### config.mk
export PLATFORM = sky130hd
export DESIGN_NAME = random_order_branch_picker_core
export DESIGN_NICKNAME = d
export VERILOG_FILES = /design/src/hdl/rob_pkg.sv /design/src/hdl/rob_ctrl.sv /design/src/hdl/rob_dp.sv /design/src/hdl/random_order_branch_picker_core.sv
export SDC_FILE = /design/constraint.sdc
export NUM_CORES = 1
export LEC_CHECK = 0
export BUFFER_PORTS_ARGS = -buffer_cell sky130_fd_sc_hd__buf_2
export CAP_MARGIN = 40
export CELL_PAD_IN_SITES_DETAIL_PLACEMENT = 1
export CELL_PAD_IN_SITES_GLOBAL_PLACEMENT = 1
export CORE_ASPECT_RATIO = 1.2
export CORE_MARGIN = 2
export CORE_UTILIZATION = 45
export CTS_CLUSTER_DIAMETER = 60
export CTS_CLUSTER_SIZE = 30
export DETAILED_ROUTE_END_ITERATION = 7
export PLACE_DENSITY_LB_ADDON = 0.3
export SLEW_MARGIN = 20
export SYNTH_ARGS = -nofsm -noshare
export SYNTH_HDL_FRONTEND = slang
export SYNTH_HIERARCHICAL = 1
export SYNTH_SLANG_ARGS = --single-unit
### constraint.sdc
create_clock -name clk -period 3.6 [get_ports clk]
set_input_delay 0.54 -clock clk [delete_from_list [all_inputs] [get_ports clk]]
set_output_delay 0.54 -clock clk [all_outputs]
set_load 0.05 [all_outputs]
### src/hdl/rob_pkg.sv
// Shared constants, register codes and controller/datapath interface types of the branch picker.
package rob_pkg;

    // Sizing of the entry list and the random word.
    localparam int MAX_BRANCHES = 16;
    localparam int RANDOM_WIDTH = 32;

    // Derived widths: entry index, live count (can hold MAX_BRANCHES), bit counter.
    localparam int IDX_W  = (MAX_BRANCHES > 1) ? $clog2(MAX_BRANCHES) : 1;
    localparam int LIVE_W = $clog2(MAX_BRANCHES + 1);
    localparam int RCNT_W = $clog2(RANDOM_WIDTH);

    // Field widths of the registers and results.
    localparam int ITER_W    = 16;
    localparam int BCNT_W    = 5;
    localparam int BR_W      = 8;
    localparam int CFG_IDX_W = 2;
    localparam int CFG_DAT_W = 16;

    // Register indexes of the configuration port.
    localparam logic [CFG_IDX_W-1:0] REG_ITER_COUNT  = 2'd0;
    localparam logic [CFG_IDX_W-1:0] REG_BRANCH_CNT  = 2'd1;
    localparam logic [CFG_IDX_W-1:0] REG_EXIT_BRANCH = 2'd2;

    // One list entry.
    typedef struct packed {
        logic [IDX_W-1:0]  branch;
        logic [ITER_W-1:0] remaining;
    } entry_t;

    // Commands from the controller to the datapath.
    typedef struct packed {
        logic cfg_we;
        logic load_init;
        logic load_step;
        logic div_init;
        logic div_step;
        logic rd_pick;
        logic out_pick;
        logic out_exit;
        logic wb_dec;
        logic dec_live;
        logic sh_rd;
        logic sh_wr;
    } dp_cmd_t;

    // Status from the datapath to the controller.
    typedef struct packed {
        logic cfg_known;
        logic live_zero;
        logic load_done;
        logic div_done;
        logic used_up;
        logic shift_done;
    } dp_status_t;

endpackage

### src/hdl/rob_ctrl.sv
// Sequencing state machine of the branch picker.
module rob_ctrl
    import rob_pkg::*;
(
    input  logic       clk,
    input  logic       rst_n,
    input  logic       start,
    input  logic       cfg_valid,
    input  dp_status_t status,
    output dp_cmd_t    cmd,
    output logic       busy,
    output logic       cfg_ready
);

    typedef enum logic [2:0] {
        ST_IDLE,
        ST_LOAD_INIT,
        ST_LOAD,
        ST_DIV,
        ST_READ,
        ST_PICK,
        ST_SHIFT_RD,
        ST_SHIFT_WR
    } state_t;

    state_t state_reg;
    state_t state_next;
    logic   busy_reg;
    logic   busy_next;

    // Next state and commands.
    always_comb
    begin
        state_next = state_reg;
        cmd        = '0;
        case (state_reg)
            ST_IDLE:
            begin
                if (cfg_valid && !start)
                begin
                    cmd.cfg_we = 1'b1;
                    if (status.cfg_known)
                    begin
                        state_next = ST_LOAD_INIT;
                    end
                end
                else if (start)
                begin
                    if (status.live_zero)
                    begin
                        cmd.out_exit = 1'b1;
                        state_next   = ST_LOAD_INIT;
                    end
                    else
                    begin
                        cmd.div_init = 1'b1;
                        state_next   = ST_DIV;
                    end
                end
            end
            ST_LOAD_INIT:
            begin
                cmd.load_init = 1'b1;
                state_next    = ST_LOAD;
            end
            ST_LOAD:
            begin
                if (status.load_done)
                begin
                    state_next = ST_IDLE;
                end
                else
                begin
                    cmd.load_step = 1'b1;
                end
            end
            ST_DIV:
            begin
                cmd.div_step = 1'b1;
                if (status.div_done)
                begin
                    state_next = ST_READ;
                end
            end
            ST_READ:
            begin
                cmd.rd_pick = 1'b1;
                state_next  = ST_PICK;
            end
            ST_PICK:
            begin
                cmd.out_pick = 1'b1;
                if (status.used_up)
                begin
                    cmd.dec_live = 1'b1;
                    state_next   = ST_SHIFT_RD;
                end
                else
                begin
                    cmd.wb_dec = 1'b1;
                    state_next = ST_IDLE;
                end
            end
            ST_SHIFT_RD:
            begin
                if (status.shift_done)
                begin
                    state_next = ST_IDLE;
                end
                else
                begin
                    cmd.sh_rd  = 1'b1;
                    state_next = ST_SHIFT_WR;
                end
            end
            ST_SHIFT_WR:
            begin
                cmd.sh_wr  = 1'b1;
                state_next = ST_SHIFT_RD;
            end
            default:
            begin
                state_next = ST_IDLE;
            end
        endcase
        busy_next = (state_next != ST_IDLE);
    end

    // State and registered busy flag.
    always_ff @(posedge clk or negedge rst_n)
    begin
        if (!rst_n)
        begin
            state_reg <= ST_IDLE;
            busy_reg  <= 1'b0;
        end
        else
        begin
            state_reg <= state_next;
            busy_reg  <= busy_next;
        end
    end

    assign busy      = busy_reg;
    assign cfg_ready = !busy_reg && !start;

endmodule

### src/hdl/rob_dp.sv
// Datapath of the branch picker: registers, entry list, serial modulo unit and result registers.
module rob_dp
    import rob_pkg::*;
(
    input  logic                    clk,
    input  logic                    rst_n,
    input  dp_cmd_t                 cmd,
    input  logic [CFG_IDX_W-1:0]    cfg_index,
    input  logic [CFG_DAT_W-1:0]    cfg_data,
    input  logic [RANDOM_WIDTH-1:0] random_value,
    output dp_status_t              status,
    output logic                    result_valid,
    output logic [BR_W-1:0]         chosen_branch,
    output logic                    round_done
);

    // Configuration registers.
    logic [ITER_W-1:0] iter_reg, iter_next;
    logic [BCNT_W-1:0] bcnt_reg, bcnt_next;
    logic [BR_W-1:0]   exit_reg, exit_next;

    // List control.
    logic [LIVE_W-1:0] live_reg, live_next;
    logic [LIVE_W-1:0] load_n_reg, load_n_next;
    logic [LIVE_W-1:0] idx_reg, idx_next;
    logic [LIVE_W-1:0] idx_inc;
    logic [LIVE_W-1:0] load_n;

    // Serial modulo unit.
    logic [RANDOM_WIDTH-1:0] dividend_reg, dividend_next;
    logic [LIVE_W-1:0]       rem_reg, rem_next;
    logic [LIVE_W-1:0]       divisor_reg, divisor_next;
    logic [RCNT_W-1:0]       bit_cnt_reg, bit_cnt_next;
    logic [LIVE_W:0]         trial;

    // Result registers.
    logic            result_valid_reg, result_valid_next;
    logic [BR_W-1:0] chosen_reg, chosen_next;
    logic            done_reg, done_next;

    // Entry list memory.
    entry_t            entry_mem [MAX_BRANCHES];
    entry_t            rdata_reg;
    logic              mem_we;
    logic [IDX_W-1:0]  mem_waddr;
    logic [IDX_W-1:0]  mem_raddr;
    entry_t            mem_wdata;

    assign idx_inc = idx_reg + 1'b1;

    // Number of entries a load puts in, saturated at the list depth.
    always_comb
    begin
        if (int'(bcnt_reg) > MAX_BRANCHES)
        begin
            load_n = LIVE_W'(MAX_BRANCHES);
        end
        else
        begin
            load_n = LIVE_W'(bcnt_reg);
        end
    end

    // Configuration writes.
    always_comb
    begin
        iter_next = iter_reg;
        bcnt_next = bcnt_reg;
        exit_next = exit_reg;
        if (cmd.cfg_we)
        begin
            case (cfg_index)
                REG_ITER_COUNT:  iter_next = cfg_data[ITER_W-1:0];
                REG_BRANCH_CNT:  bcnt_next = cfg_data[BCNT_W-1:0];
                REG_EXIT_BRANCH: exit_next = cfg_data[BR_W-1:0];
                default:         iter_next = iter_reg;
            endcase
        end
    end

    assign status.cfg_known = (cfg_index == REG_ITER_COUNT)
                           || (cfg_index == REG_BRANCH_CNT)
                           || (cfg_index == REG_EXIT_BRANCH);

    // Live count, load count and list walk index.
    always_comb
    begin
        live_next   = live_reg;
        load_n_next = load_n_reg;
        idx_next    = idx_reg;
        if (cmd.load_init)
        begin
            live_next   = load_n;
            load_n_next = load_n;
            idx_next    = '0;
        end
        if (cmd.dec_live)
        begin
            live_next = live_reg - 1'b1;
        end
        if (cmd.load_step || cmd.sh_wr)
        begin
            idx_next = idx_inc;
        end
        if (cmd.out_pick)
        begin
            idx_next = rem_reg;
        end
    end

    // One quotient bit per cycle of restoring division; only the remainder is kept.
    always_comb
    begin
        dividend_next = dividend_reg;
        rem_next      = rem_reg;
        divisor_next  = divisor_reg;
        bit_cnt_next  = bit_cnt_reg;
        trial         = {rem_reg, dividend_reg[RANDOM_WIDTH-1]};
        if (cmd.div_init)
        begin
            dividend_next = random_value;
            rem_next      = '0;
            divisor_next  = live_reg;
            bit_cnt_next  = '0;
        end
        else if (cmd.div_step)
        begin
            dividend_next = {dividend_reg[RANDOM_WIDTH-2:0], 1'b0};
            bit_cnt_next  = bit_cnt_reg + 1'b1;
            if (trial >= {1'b0, divisor_reg})
            begin
                rem_next = LIVE_W'(trial - {1'b0, divisor_reg});
            end
            else
            begin
                rem_next = LIVE_W'(trial);
            end
        end
    end

    // Memory port selection: load, decrement write-back or shift down.
    always_comb
    begin
        mem_we    = cmd.load_step || cmd.wb_dec || cmd.sh_wr;
        mem_waddr = idx_reg[IDX_W-1:0];
        mem_wdata = rdata_reg;
        if (cmd.load_step)
        begin
            mem_wdata.branch    = idx_reg[IDX_W-1:0];
            mem_wdata.remaining = iter_reg;
        end
        else if (cmd.wb_dec)
        begin
            mem_waddr           = rem_reg[IDX_W-1:0];
            mem_wdata.remaining = rdata_reg.remaining - 1'b1;
        end
        if (cmd.sh_rd)
        begin
            mem_raddr = idx_inc[IDX_W-1:0];
        end
        else
        begin
            mem_raddr = rem_reg[IDX_W-1:0];
        end
    end

    // Result beat.
    always_comb
    begin
        result_valid_next = cmd.out_pick || cmd.out_exit;
        chosen_next       = chosen_reg;
        done_next         = done_reg;
        if (cmd.out_pick)
        begin
            chosen_next = BR_W'(rdata_reg.branch);
            done_next   = 1'b0;
        end
        else if (cmd.out_exit)
        begin
            chosen_next = exit_reg;
            done_next   = 1'b1;
        end
    end

    // Status back to the controller.
    assign status.live_zero  = (live_reg == '0);
    assign status.load_done  = (idx_reg == load_n_reg);
    assign status.div_done   = (bit_cnt_reg == RCNT_W'(RANDOM_WIDTH - 1));
    assign status.used_up    = (rdata_reg.remaining <= ITER_W'(1));
    assign status.shift_done = (idx_reg == live_reg);

    // Control registers.
    always_ff @(posedge clk or negedge rst_n)
    begin
        if (!rst_n)
        begin
            iter_reg         <= ITER_W'(1);
            bcnt_reg         <= '0;
            exit_reg         <= '0;
            live_reg         <= '0;
            result_valid_reg <= 1'b0;
        end
        else
        begin
            iter_reg         <= iter_next;
            bcnt_reg         <= bcnt_next;
            exit_reg         <= exit_next;
            live_reg         <= live_next;
            result_valid_reg <= result_valid_next;
        end
    end

    // Payload registers.
    always_ff @(posedge clk)
    begin
        load_n_reg   <= load_n_next;
        idx_reg      <= idx_next;
        dividend_reg <= dividend_next;
        rem_reg      <= rem_next;
        divisor_reg  <= divisor_next;
        bit_cnt_reg  <= bit_cnt_next;
        chosen_reg   <= chosen_next;
        done_reg     <= done_next;
    end

    // Entry list: one write port, one registered read port.
    always_ff @(posedge clk)
    begin
        if (mem_we)
        begin
            entry_mem[mem_waddr] <= mem_wdata;
        end
        rdata_reg <= entry_mem[mem_raddr];
    end

    assign result_valid  = result_valid_reg;
    assign chosen_branch = chosen_reg;
    assign round_done    = done_reg;

endmodule

### src/hdl/random_order_branch_picker_core.sv
// Top level of the random order branch picker: controller and datapath.
//
// Each start beat draws one branch from the list without replacement and
// returns one result beat; result_valid is high for exactly one cycle and
// the receiver cannot stall it. A pick runs the one-bit-per-cycle remainder
// unit over the 32-bit random word, then reads the list and registers the
// result. When an entry is used up, every later entry is shifted down one
// place, read and then written back through the list's single write port.
// A start on an empty list returns exit_branch with round_done on the next
// cycle and then refills the list, one entry per cycle, with the loaded
// entry count (branch_count saturated at the list depth). Every accepted
// configuration write to a known register reloads the list the same way,
// and cfg_ready stays low while busy is high.
module random_order_branch_picker_core
    import rob_pkg::*;
(
    input  logic                    clk,
    input  logic                    rst_n,
    input  logic                    start,
    output logic                    busy,
    input  logic [RANDOM_WIDTH-1:0] random_value,
    output logic                    result_valid,
    output logic [BR_W-1:0]         chosen_branch,
    output logic                    round_done,
    input  logic                    cfg_valid,
    output logic                    cfg_ready,
    input  logic [CFG_IDX_W-1:0]    cfg_index,
    input  logic [CFG_DAT_W-1:0]    cfg_data
);

    dp_cmd_t    cmd;
    dp_status_t status;

    // Sequencer.
    rob_ctrl u_ctrl (
        .clk       (clk),
        .rst_n     (rst_n),
        .start     (start),
        .cfg_valid (cfg_valid),
        .status    (status),
        .cmd       (cmd),
        .busy      (busy),
        .cfg_ready (cfg_ready)
    );

    // List, modulo unit and result registers.
    rob_dp u_dp (
        .clk           (clk),
        .rst_n         (rst_n),
        .cmd           (cmd),
        .cfg_index     (cfg_index),
        .cfg_data      (cfg_data),
        .random_value  (random_value),
        .status        (status),
        .result_valid  (result_valid),
        .chosen_branch (chosen_branch),
        .round_done    (round_done)
    );

endmodule

; Word level (Yosys, flattened, before mapping)
; Memories as Yosys holds them, arrays and structs flattened. A register that Yosys moved wholly into a read port is not among the register bits.
; Index checks and enable logic that the tools add are counted.
[totals]
regBits = 105
ram_bits = 320
in_bits = 54
output_inout_bits = 12
elab_cells = 107
n_memories = 1
[mem_list]
columns = name, words, word_bits, rd, rd_ports_with_merged_regs, write_ports, line
row1 = u_dp.entry_mem, 16, 20, 1, 1, 1, rob_dp.sv:42  ; entry_t entry_mem [MAX_BRANCHES];
[classes]
addsub = 5
n_lt_le_gt_ge = 3
eq_ne = 12
muxes = 49
n_reduce_logical = 21
[op_table]
columns = cell, count
row1 = 2-to-1 mux 32 bit, 2
row2 = 2-to-1 mux 5 bit, 7
row3 = 2-to-1 mux 16 bit, 2
row4 = 2-to-1 mux 4 bit, 6
row5 = case mux 3 bit (8 select lines), 1
row6 = 2-to-1 mux 1 bit, 22
row7 = 2-to-1 mux 3 bit, 7
row8 = less-or-equal comparator 16 x 1 -> 1 bit (second input constant), 1
row9 = subtractor 16 x 1 -> 16 bit (second input constant), 1
row10 = equality test 3 bit (second input constant), 4
row11 = adder 5 x 1 -> 5 bit (second input constant), 2
row12 = equality test 5 bit, 2
row13 = equality test 3 x 2 -> 1 bit (second input constant), 2
row14 = >= comparator 6 x 5 -> 1 bit, 1
row15 = logical OR 1 bit, 6
row16 = AND reduction 2 bit, 3
row17 = nonzero test 2 bit, 3
row18 = nonzero test 3 bit, 2
row19 = equality test 5 bit (second input constant), 1
row20 = > comparator 5 bit (second input constant), 1
row21 = logical NOT 5 bit, 1
row22 = subtractor 5 x 1 -> 5 bit (second input constant), 1
row23 = subtractor 5 bit, 1
row24 = 2-to-1 mux 2 bit, 2
row25 = 7 further kinds, 9

; Logic depth before layout (Yosys ltp)
; Gate-level depths: netlist of the first run.
[depth]
depth_word = 7
depth_mapped = 17
ltp_nobuf = 10

; Hierarchy
; Netlist of the first run, hierarchy kept.
[modules_own_cells]
columns = mod, instances, cells_each, area_per_inst_um2, seq_area_each_um2
row1 = rob_dp, 1, 1501, 19655.1, 12718.4
row2 = rob_ctrl, 1, 42, 365.4, 100.1

; Worst setup path before layout of the first run
; Ideal clock, no wire load.
[synth_path]
kind = register to register
startpoint = register u_dp.idx_reg[0]
endpoint = memory u_dp/entry_mem[12][0] (netlist bit), enable pin
arrival_ns = 3.541
required_time_ns = 3.203
slack_ns = -0.338
stages_incl_launch_ff = 13
synth_period_minus_slack_ns = 3.938
cell_sequence = edfxtp_1 -> buf_2 -> clkbuf_1 -> clkbuf_1 -> xor2_1 -> nor3_1 -> nor3b_1 -> and2_1 -> nand2b_1 -> clkbuf_1 -> mux2i_1 -> nand2_1 -> nor2_1
[synth_rtl]
columns = element, line
row1 = from (decl), rob_dp.sv:25  ; logic [LIVE_W-1:0] idx_reg, idx_next;
row2 = from (signal assigned), rob_dp.sv:217  ; idx_reg <= idx_next;
row3 = to (decl), rob_dp.sv:42

==> Implementation_results.wiki, run 1 <==
{| class="wikitable"
! Metric !! Value
|-
| Core area || 43800 sq um
|-
| Proportion of power drawn by the clock network || 20.3%
|-
| Antenna Cells || 0
|-
| Upper clock frequency limit || 293 MHz
|-
| Layout Cell Area excl Fill || 22800 sq um
|-
| Unrepaired setup endpoints after global routing || no
|-
| Area of the mapped netlist || 20000 sq um
|-
| Combinational share of power || 38.3%
|-
| Endpoint type of the worst setup path || flop
|-
| Quantity of I/O buffers inserted on ports || 65
|-
| Top cell family by delay on the critical path || simple AND/OR/NAND/NOR gates
|-
| Critical Path Slowest Stage Cell || sky130_fd_sc_hd__mux4_2
|-
| Total via count after detailed routing || 13900
|-
| Worst Clk Skew || 36.4 ps
|-
| Power density over the cells || 902 nW/um^2
|-
| Status || finished clean
|-
| Share of layout cells above drive strength 1 || 21.2%
|-
| Placed Area || 21600 sq um
|-
| Hold path depth || 2
|-
| Number of nets in the layout || 1696
|-
| Number of design rule violations left after detail routing || 0
|-
| Worst endpoint required time || 3890 ps
|-
| Skew-Pair Late Insertion Delay || 560 ps
|-
| Via count of the first global-routing pass || 15000
|-
| Hold Crit Start || cfg_data[8]
|-
| Initial antenna violation count || 0
|-
| Overall Global Routing Usage || 26.3%
|-
| DR iter-0 viols || 1259
|-
| Most used cells in the layout excluding fill and tap cells || 371 x sky130_fd_sc_hd__edfxtp_1, 140 x sky130_fd_sc_hd__nor2_1, 128 x sky130_fd_sc_hd__nor2b_1
|-
| Syn Area/Cell || 13.0 sq um
|-
| CP bufs+invs || 2
|-
| Worst slew margin || 45.0%
|-
| Area grow syn2layout || 14.1%
|-
| Maximum number of pins on one net before global-route repair || 69
|-
| Slew of the pin with the lowest slew margin || 825 ps
|-
| Multi-input combinational cell area || 6720 sq um
|-
| Fin. Hold Viols || 0
|-
| Synthesized net count || 1609
|-
| Final global-route overflow total || 0
|-
| Chip Width || 197 microns
|-
| Critical path start-end classification || reg2reg
|-
| Count of yosys warnings during synthesis || 6
|-
| Sw frac || 37.7%
|-
| Final Routed Wirelength || 60200 microns
|-
| Number of fillers in the final layout || 4341
|-
| Maximum resistive drop on vdd || 0.000557 V
|-
| Final antenna-violating net count || 0
|-
| Final Critical Period || 3410 ps
|-
| Utilization after layout || 52.1%
|-
| Startpoint of the most critical register-to-register path || u_dp/idx_reg[3]$_DFFE_PP_
|-
| Worst Path Arrival || 3700 ps
|-
| Chain of cells forming the critical path || xnor2_1 -> nand3_1 -> nor3_2 -> or3b_1 -> nor2_1 -> buf_4 -> or2_4 -> nand2_4 -> buf_8 -> mux4_2 -> nand2_1 -> nand4_1
|-
| Final Setup Violations || 0
|-
| Total count of max-transition violations in the final report || 0
|-
| Total clock buffers created by CTS || 34
|-
| Number of sinks driven by the clock tree || 445
|-
| Most frequent standard cell in the layout excluding fill and tap cells || sky130_fd_sc_hd__edfxtp_1
|-
| Maximum buffer depth of the clock tree || 3
|-
| Flip-flop count of the largest register after layout || 320
|-
| Routed WL per cell || 27.2 microns
|-
| Cell chosen for the clock root || sky130_fd_sc_hd__clkbuf_16
|-
| Mapped Cells || 1542
|-
| Max cap viols || 0
|-
| Length of the first detailed-routing pass in iterations || 5
|-
| Top Ports || 66
|-
| Die footprint || 46200 sq um
|-
| R2r worst-path depth || 12
|-
| First-pass GRT wire length || 91700 microns
|-
| Worst Hold Endpoint || u_dp/iter_reg[8]$_DFFE_PN0P_
|-
| Type of the most critical hold path || in2reg
|-
| Crit-path max cell delay || 540 ps
|-
| Clock-pin slew of the registers on the worst-case setup and hold paths || 70 ps
|-
| Tightest hold margin || 225 ps
|-
| Vias per Instance || 6.27
|-
| CP Max Fanout || 23
|-
| Worst setup SP type || flop
|-
| Chip Height || 235 microns
|-
| Number of placement rows || 84
|-
| HPWL Detailed || 36900 microns
|-
| Total power || 20600 uW
|-
| Post-route fraction of the period consumed by the critical path || 94.7%
|-
| Weighted congestion at the end of routability-driven global placement || 0.819
|-
| Sequential cell area || 12800 sq um
|-
| Static leakage || 0.00793 uW
|-
| H-Tree Level Count || 2
|-
| Initial Utilization || 45.7%
|-
| Internal reg-to-reg setup slack || 190 ps
|-
| Power Internal || 12800 uW
|-
| FF-to-FF End || u_dp/rdata_reg[1]$_DFF_P_
|-
| Flop pwr share || 41.4%
|-
| CTS tree || yes
|-
| Switching power total || 7760 uW
|}
[metrics by stage]
step / instances / TNS, ps / setup slack (ps)
after detailed placement: 2149 / -7.79 / -7.79
after floorplan: 1542 / -42790 / -212
after global routing: 2213 / 0 / 3.47
after CTS: 2211 / 0 / 43.5
after global placement: 2147 / 0 / 118
final: 2213 / 0 / 191
[per-layer routing]
layer  global-route usage (%)  part of all wire, %
met5                        0                    0
met4                     10.5                  3.9
met3                     3.11                  5.7
met2                     46.1                   51
met1                     33.2                   39
[worst max-delay path by stage]
stage               slack (ps)                       from  depth (start not counted)                         endpoint
floorplan                 -210  u_dp/idx_reg[0]$_DFFE_PP_                         11  u_dp/entry_mem[11][0]$_DFFE_PP_
global placement           120  u_dp/idx_reg[1]$_DFFE_PP_                         12        u_dp/rdata_reg[1]$_DFF_P_
detailed placement          -8  u_dp/idx_reg[3]$_DFFE_PP_                         12        u_dp/rdata_reg[1]$_DFF_P_
CTS                         40  u_dp/idx_reg[3]$_DFFE_PP_                         12        u_dp/rdata_reg[1]$_DFF_P_
global route                 3  u_dp/idx_reg[3]$_DFFE_PP_                         12        u_dp/rdata_reg[1]$_DFF_P_
finish                     190  u_dp/idx_reg[3]$_DFFE_PP_                         12        u_dp/rdata_reg[1]$_DFF_P_
[timing repair]
action / in CTS / in global routing
hold buffers: 1 / 0
cloned: 0 / 0
resized for setup: 1 / 2
pin swaps: 0 / 1
hold endpoints to repair: 19 / 0
setup endpoints to repair: 1 / 1
buffers inserted: 0 / 0
[power groups by stage]
stage	Clock, uW	Combinational (uW)	Sequential, uW
after global routing	4410	8470	8630
after detailed placement	0	7700	8610
after CTS	4260	7810	8510
after global placement	0	7390	8550
after floorplan	0	4980	8270
final	4190	7880	8510
[final cells by class]
cell class / instances / share of cell area (%)
clock buffers: 44 / 4.39
well taps: 559 / 3.06
inverters: 19 / 0.312
repair buffers: 157 / 5.62
clock inverters: 17 / 1.02
flip-flops and latches: 445 / 56.2
multi-input cells: 972 / 29.4
(Power assumes the default switching activity.)
==> run 2, diff against run 1 <==
- GPL_TIMING_DRIVEN: not set -> 0
==> run 2 against run 1 <==
  * Register-to-register slack lost 130 ps
  * Clock skew shrank 2.3 ps
  * Flip-flop and latch count is the same
  * Global-route usage grew 3.3 points
  * Via count grew 5.6%
  * Sequential share of layout area shrank 2.5 points
  * Core utilization grew 2.4 points
  * First-iteration DRC count grew 19%
  * Cell area grew 4.7%
  * Total power grew 8.1%
  * Largest cell class unchanged
  * Wire length grew 14%
==> Implementation_results.wiki, run 2 (synthesis results as in run 1) <==
{| class="wikitable"
! Metric !! Value
|-
| Worst slew margin || 38.3% (was 45.0%)
|-
| CP Max Fanout || 19 (was 23)
|-
| Total count of max-transition violations in the final report || 0 (unchanged)
|-
| Initial antenna violation count || 4 (was 0)
|-
| Worst endpoint required time || 3990 ps (was 3890 ps)
|-
| Max cap viols || 0 (unchanged)
|-
| Number of sinks driven by the clock tree || 445 (unchanged)
|-
| Share of layout cells above drive strength 1 || 25.7% (was 21.2%)
|-
| CTS tree || yes (unchanged)
|-
| Total clock buffers created by CTS || 31 (was 34)
|-
| Most used cells in the layout excluding fill and tap cells || 371 x sky130_fd_sc_hd__edfxtp_1, 139 x sky130_fd_sc_hd__nor2_1, 127 x sky130_fd_sc_hd__nor2b_1 (was 371 x sky130_fd_sc_hd__edfxtp_1, 140 x sky130_fd_sc_hd__nor2_1, 128 x sky130_fd_sc_hd__nor2b_1)
|-
| Length of the first detailed-routing pass in iterations || 5 (unchanged)
|-
| Type of the most critical hold path || in2reg (unchanged)
|-
| First-pass GRT wire length || 101000 microns (was 91700 microns)
|-
| Top Ports || 66 (unchanged)
|-
| Weighted congestion at the end of routability-driven global placement || 0.835 (was 0.819)
|-
| Final Routed Wirelength || 68400 microns (was 60200 microns)
|-
| Worst Path Arrival || 3930 ps (was 3700 ps)
|-
| Core area || 43800 sq um (unchanged)
|-
| Total via count after detailed routing || 14600 (was 13900)
|-
| Worst setup SP type || flop (unchanged)
|-
| Via count of the first global-routing pass || 15500 (was 15000)
|-
| Final Instance Count excl. Fillers || 2311 (was 2213)
|-
| Fin. Hold Viols || 0 (unchanged)
|-
| Maximum number of pins on one net before global-route repair || 33 (was 69)
|-
| Area grow syn2layout || 19.4% (was 14.1%)
|-
| HPWL Detailed || 43300 microns (was 36900 microns)
|-
| Quantity of I/O buffers inserted on ports || 65 (unchanged)
|-
| Slew of the pin with the lowest slew margin || 925 ps (was 825 ps)
|-
| Overall Global Routing Usage || 29.7% (was 26.3%)
|-
| Chip Width || 197 microns (unchanged)
|-
| Worst Clk Skew || 34.1 ps (was 36.4 ps)
|-
| Total power || 22200 uW (was 20600 uW)
|-
| Flip-flop count of the largest register after layout || 320 (unchanged)
|-
| Final Critical Period || 3540 ps (was 3410 ps)
|-
| Upper clock frequency limit || 283 MHz (was 293 MHz)
|-
| Number of fillers in the final layout || 4310 (was 4341)
|-
| Number of placement rows || 84 (unchanged)
|-
| Number of nets in the layout || 1793 (was 1696)
|-
| Routed WL per cell || 29.6 microns (was 27.2 microns)
|-
| Final antenna-violating net count || 0 (unchanged)
|-
| Skew-Pair Late Insertion Delay || 650 ps (was 560 ps)
|-
| Power density over the cells || 931 nW/um^2 (was 902 nW/um^2)
|-
| Most frequent standard cell in the layout excluding fill and tap cells || sky130_fd_sc_hd__edfxtp_1 (unchanged)
|-
| Status || finished clean (unchanged)
|-
| Post-route fraction of the period consumed by the critical path || 98.3% (was 94.7%)
|-
| Vias per Instance || 6.34 (was 6.27)
|-
| Die footprint || 46200 sq um (unchanged)
|-
| Critical path start-end classification || reg2reg (unchanged)
|-
| Initial Utilization || 45.7% (unchanged)
|-
| Final Setup Violations || 0 (unchanged)
|-
| Maximum resistive drop on vdd || 0.000583 V (was 0.000557 V)
|-
| Chip Height || 235 microns (unchanged)
|-
| Endpoint type of the worst setup path || flop (unchanged)
|-
| Static leakage || 0.00831 uW (was 0.00793 uW)
|-
| H-Tree Level Count || 1 (was 2)
|-
| DR iter-0 viols || 1499 (was 1259)
|-
| Final global-route overflow total || 0 (unchanged)
|-
| Placed instance count || 2184 (was 2149)
|-
| Cell chosen for the clock root || sky130_fd_sc_hd__clkbuf_16 (unchanged)
|-
| Number of design rule violations left after detail routing || 0 (unchanged)
|-
| Maximum buffer depth of the clock tree || 3 (unchanged)
|-
| Clock-pin slew of the registers on the worst-case setup and hold paths || 90 ps (was 70 ps)
|}
run 2: cell count changes in the layout (fill, tap and decap cells not counted), moves of 12 or more:
cell                       previous run  this run
sky130_fd_sc_hd__buf_2               65        85
sky130_fd_sc_hd__buf_4               70        48
sky130_fd_sc_hd__buf_6                0        22
sky130_fd_sc_hd__clkbuf_1             3        37
sky130_fd_sc_hd__clkbuf_2             0        12
sky130_fd_sc_hd__nor2_4               1        26
sky130_fd_sc_hd__o21ai_0             66        52
sky130_fd_sc_hd__o21ai_2              2        16
run 2: metal layers:
metal	wire [microns]	up-vias	part of all wire, %	global-route usage, %
met2	34100	758	50	50.5
met3	5350	212	7.8	4.91
met4	4530	2	6.6	17.8
met1	24400	7480	36	35.3
met5	11	-	0.016	0
li1	-	6194	-	-
run 2: final timing paths:
check / cells after the start / slack (ps) / start / endpoint
setup / recovery: 14 / 60 / u_dp/idx_reg[0]$_DFFE_PP_ / u_dp/rdata_reg[0]$_DFF_P_
hold / removal: 2 / 130 / cfg_data[8] / u_dp/iter_reg[8]$_DFFE_PN0P_
setup reg to reg: 14 / 60 / u_dp/idx_reg[0]$_DFFE_PP_ / u_dp/rdata_reg[0]$_DFF_P_
hold reg to reg: 2 / 500 / u_dp/chosen_branch[7]$_SDFFE_PP0P_ / u_dp/chosen_branch[7]$_SDFFE_PP0P_
max in group asynchronous: 3 / 2720 / rst_n / u_dp/iter_reg[0]$_DFFE_PN1P_
min in group asynchronous: 2 / 340 / rst_n / u_dp/iter_reg[10]$_DFFE_PN0P_
run 2: metrics by stage:
step | setup slack, ps | TNS [ps] | hold slack [ps] | area (sq um) | utilization, %
6_report | 60.3 | 0 | 132 | 23900 | 54.5
5_1_grt | -0.127 | -0.127 | 132 | 23900 | 54.5
4_1_cts | -34.2 | -64.3 | 127 | 23800 | 54.3
3_5_place_dp | -1570 | -779170 | 468 | 21500 | 49.0
3_3_place_gp | -2280 | -1083910 | 449 | 21100 | 48.1
2_1_floorplan | -212 | -42790 | 244 | 20000 | -
run 2: where the power goes:
| part | switching (uW) | internal (uW) |
|---|---|---|
| clock network | 2210 | 1900 |
| logic | 6410 | 3390 |
| registers | 631 | 7710 |
| total | 9250 | 13000 |
run 2: worst max-delay path, cell delays in order (launching register included):
cell and delay [ps]:
sky130_fd_sc_hd__edfxtp_1 430, sky130_fd_sc_hd__buf_6 160, sky130_fd_sc_hd__clkbuf_8 210, sky130_fd_sc_hd__xor2_2 160, sky130_fd_sc_hd__nor3_2 70, sky130_fd_sc_hd__or3b_4 400
sky130_fd_sc_hd__nor2_4 180, sky130_fd_sc_hd__buf_6 150, sky130_fd_sc_hd__buf_16 110, sky130_fd_sc_hd__mux2i_4 310, sky130_fd_sc_hd__buf_8 160, sky130_fd_sc_hd__buf_4 160
sky130_fd_sc_hd__mux4_2 300, sky130_fd_sc_hd__nand2_1 140, sky130_fd_sc_hd__nand4_1 310
run 2: what timing repair did:
action | CTS | global route
pin swaps | 35 | 8
buffers inserted | 50 | 5
endpoints found under the setup margin | 661 | 384
hold buffers | 1 | 0
gates resized for setup | 126 | 24
cloned | 14 | 0
hold endpoints to repair | 12 | 0
run 2: cell type report:
| type | count | area, sq um | share of cell area, % |
|---|---|---|---|
| sequential | 445 | 12800 | 53.6 |
| multi-input combinational | 985 | 7200 | 30.1 |
| timing repair buffer | 140 | 1270 | 5.31 |
| clock buffer | 33 | 815 | 3.41 |
| tap | 559 | 699 | 2.93 |
| buffer | 104 | 664 | 2.78 |
| clock inverter | 25 | 369 | 1.54 |
| inverter | 19 | 71.3 | 0.298 |
| antenna | 1 | 2.50 | 0.0105 |
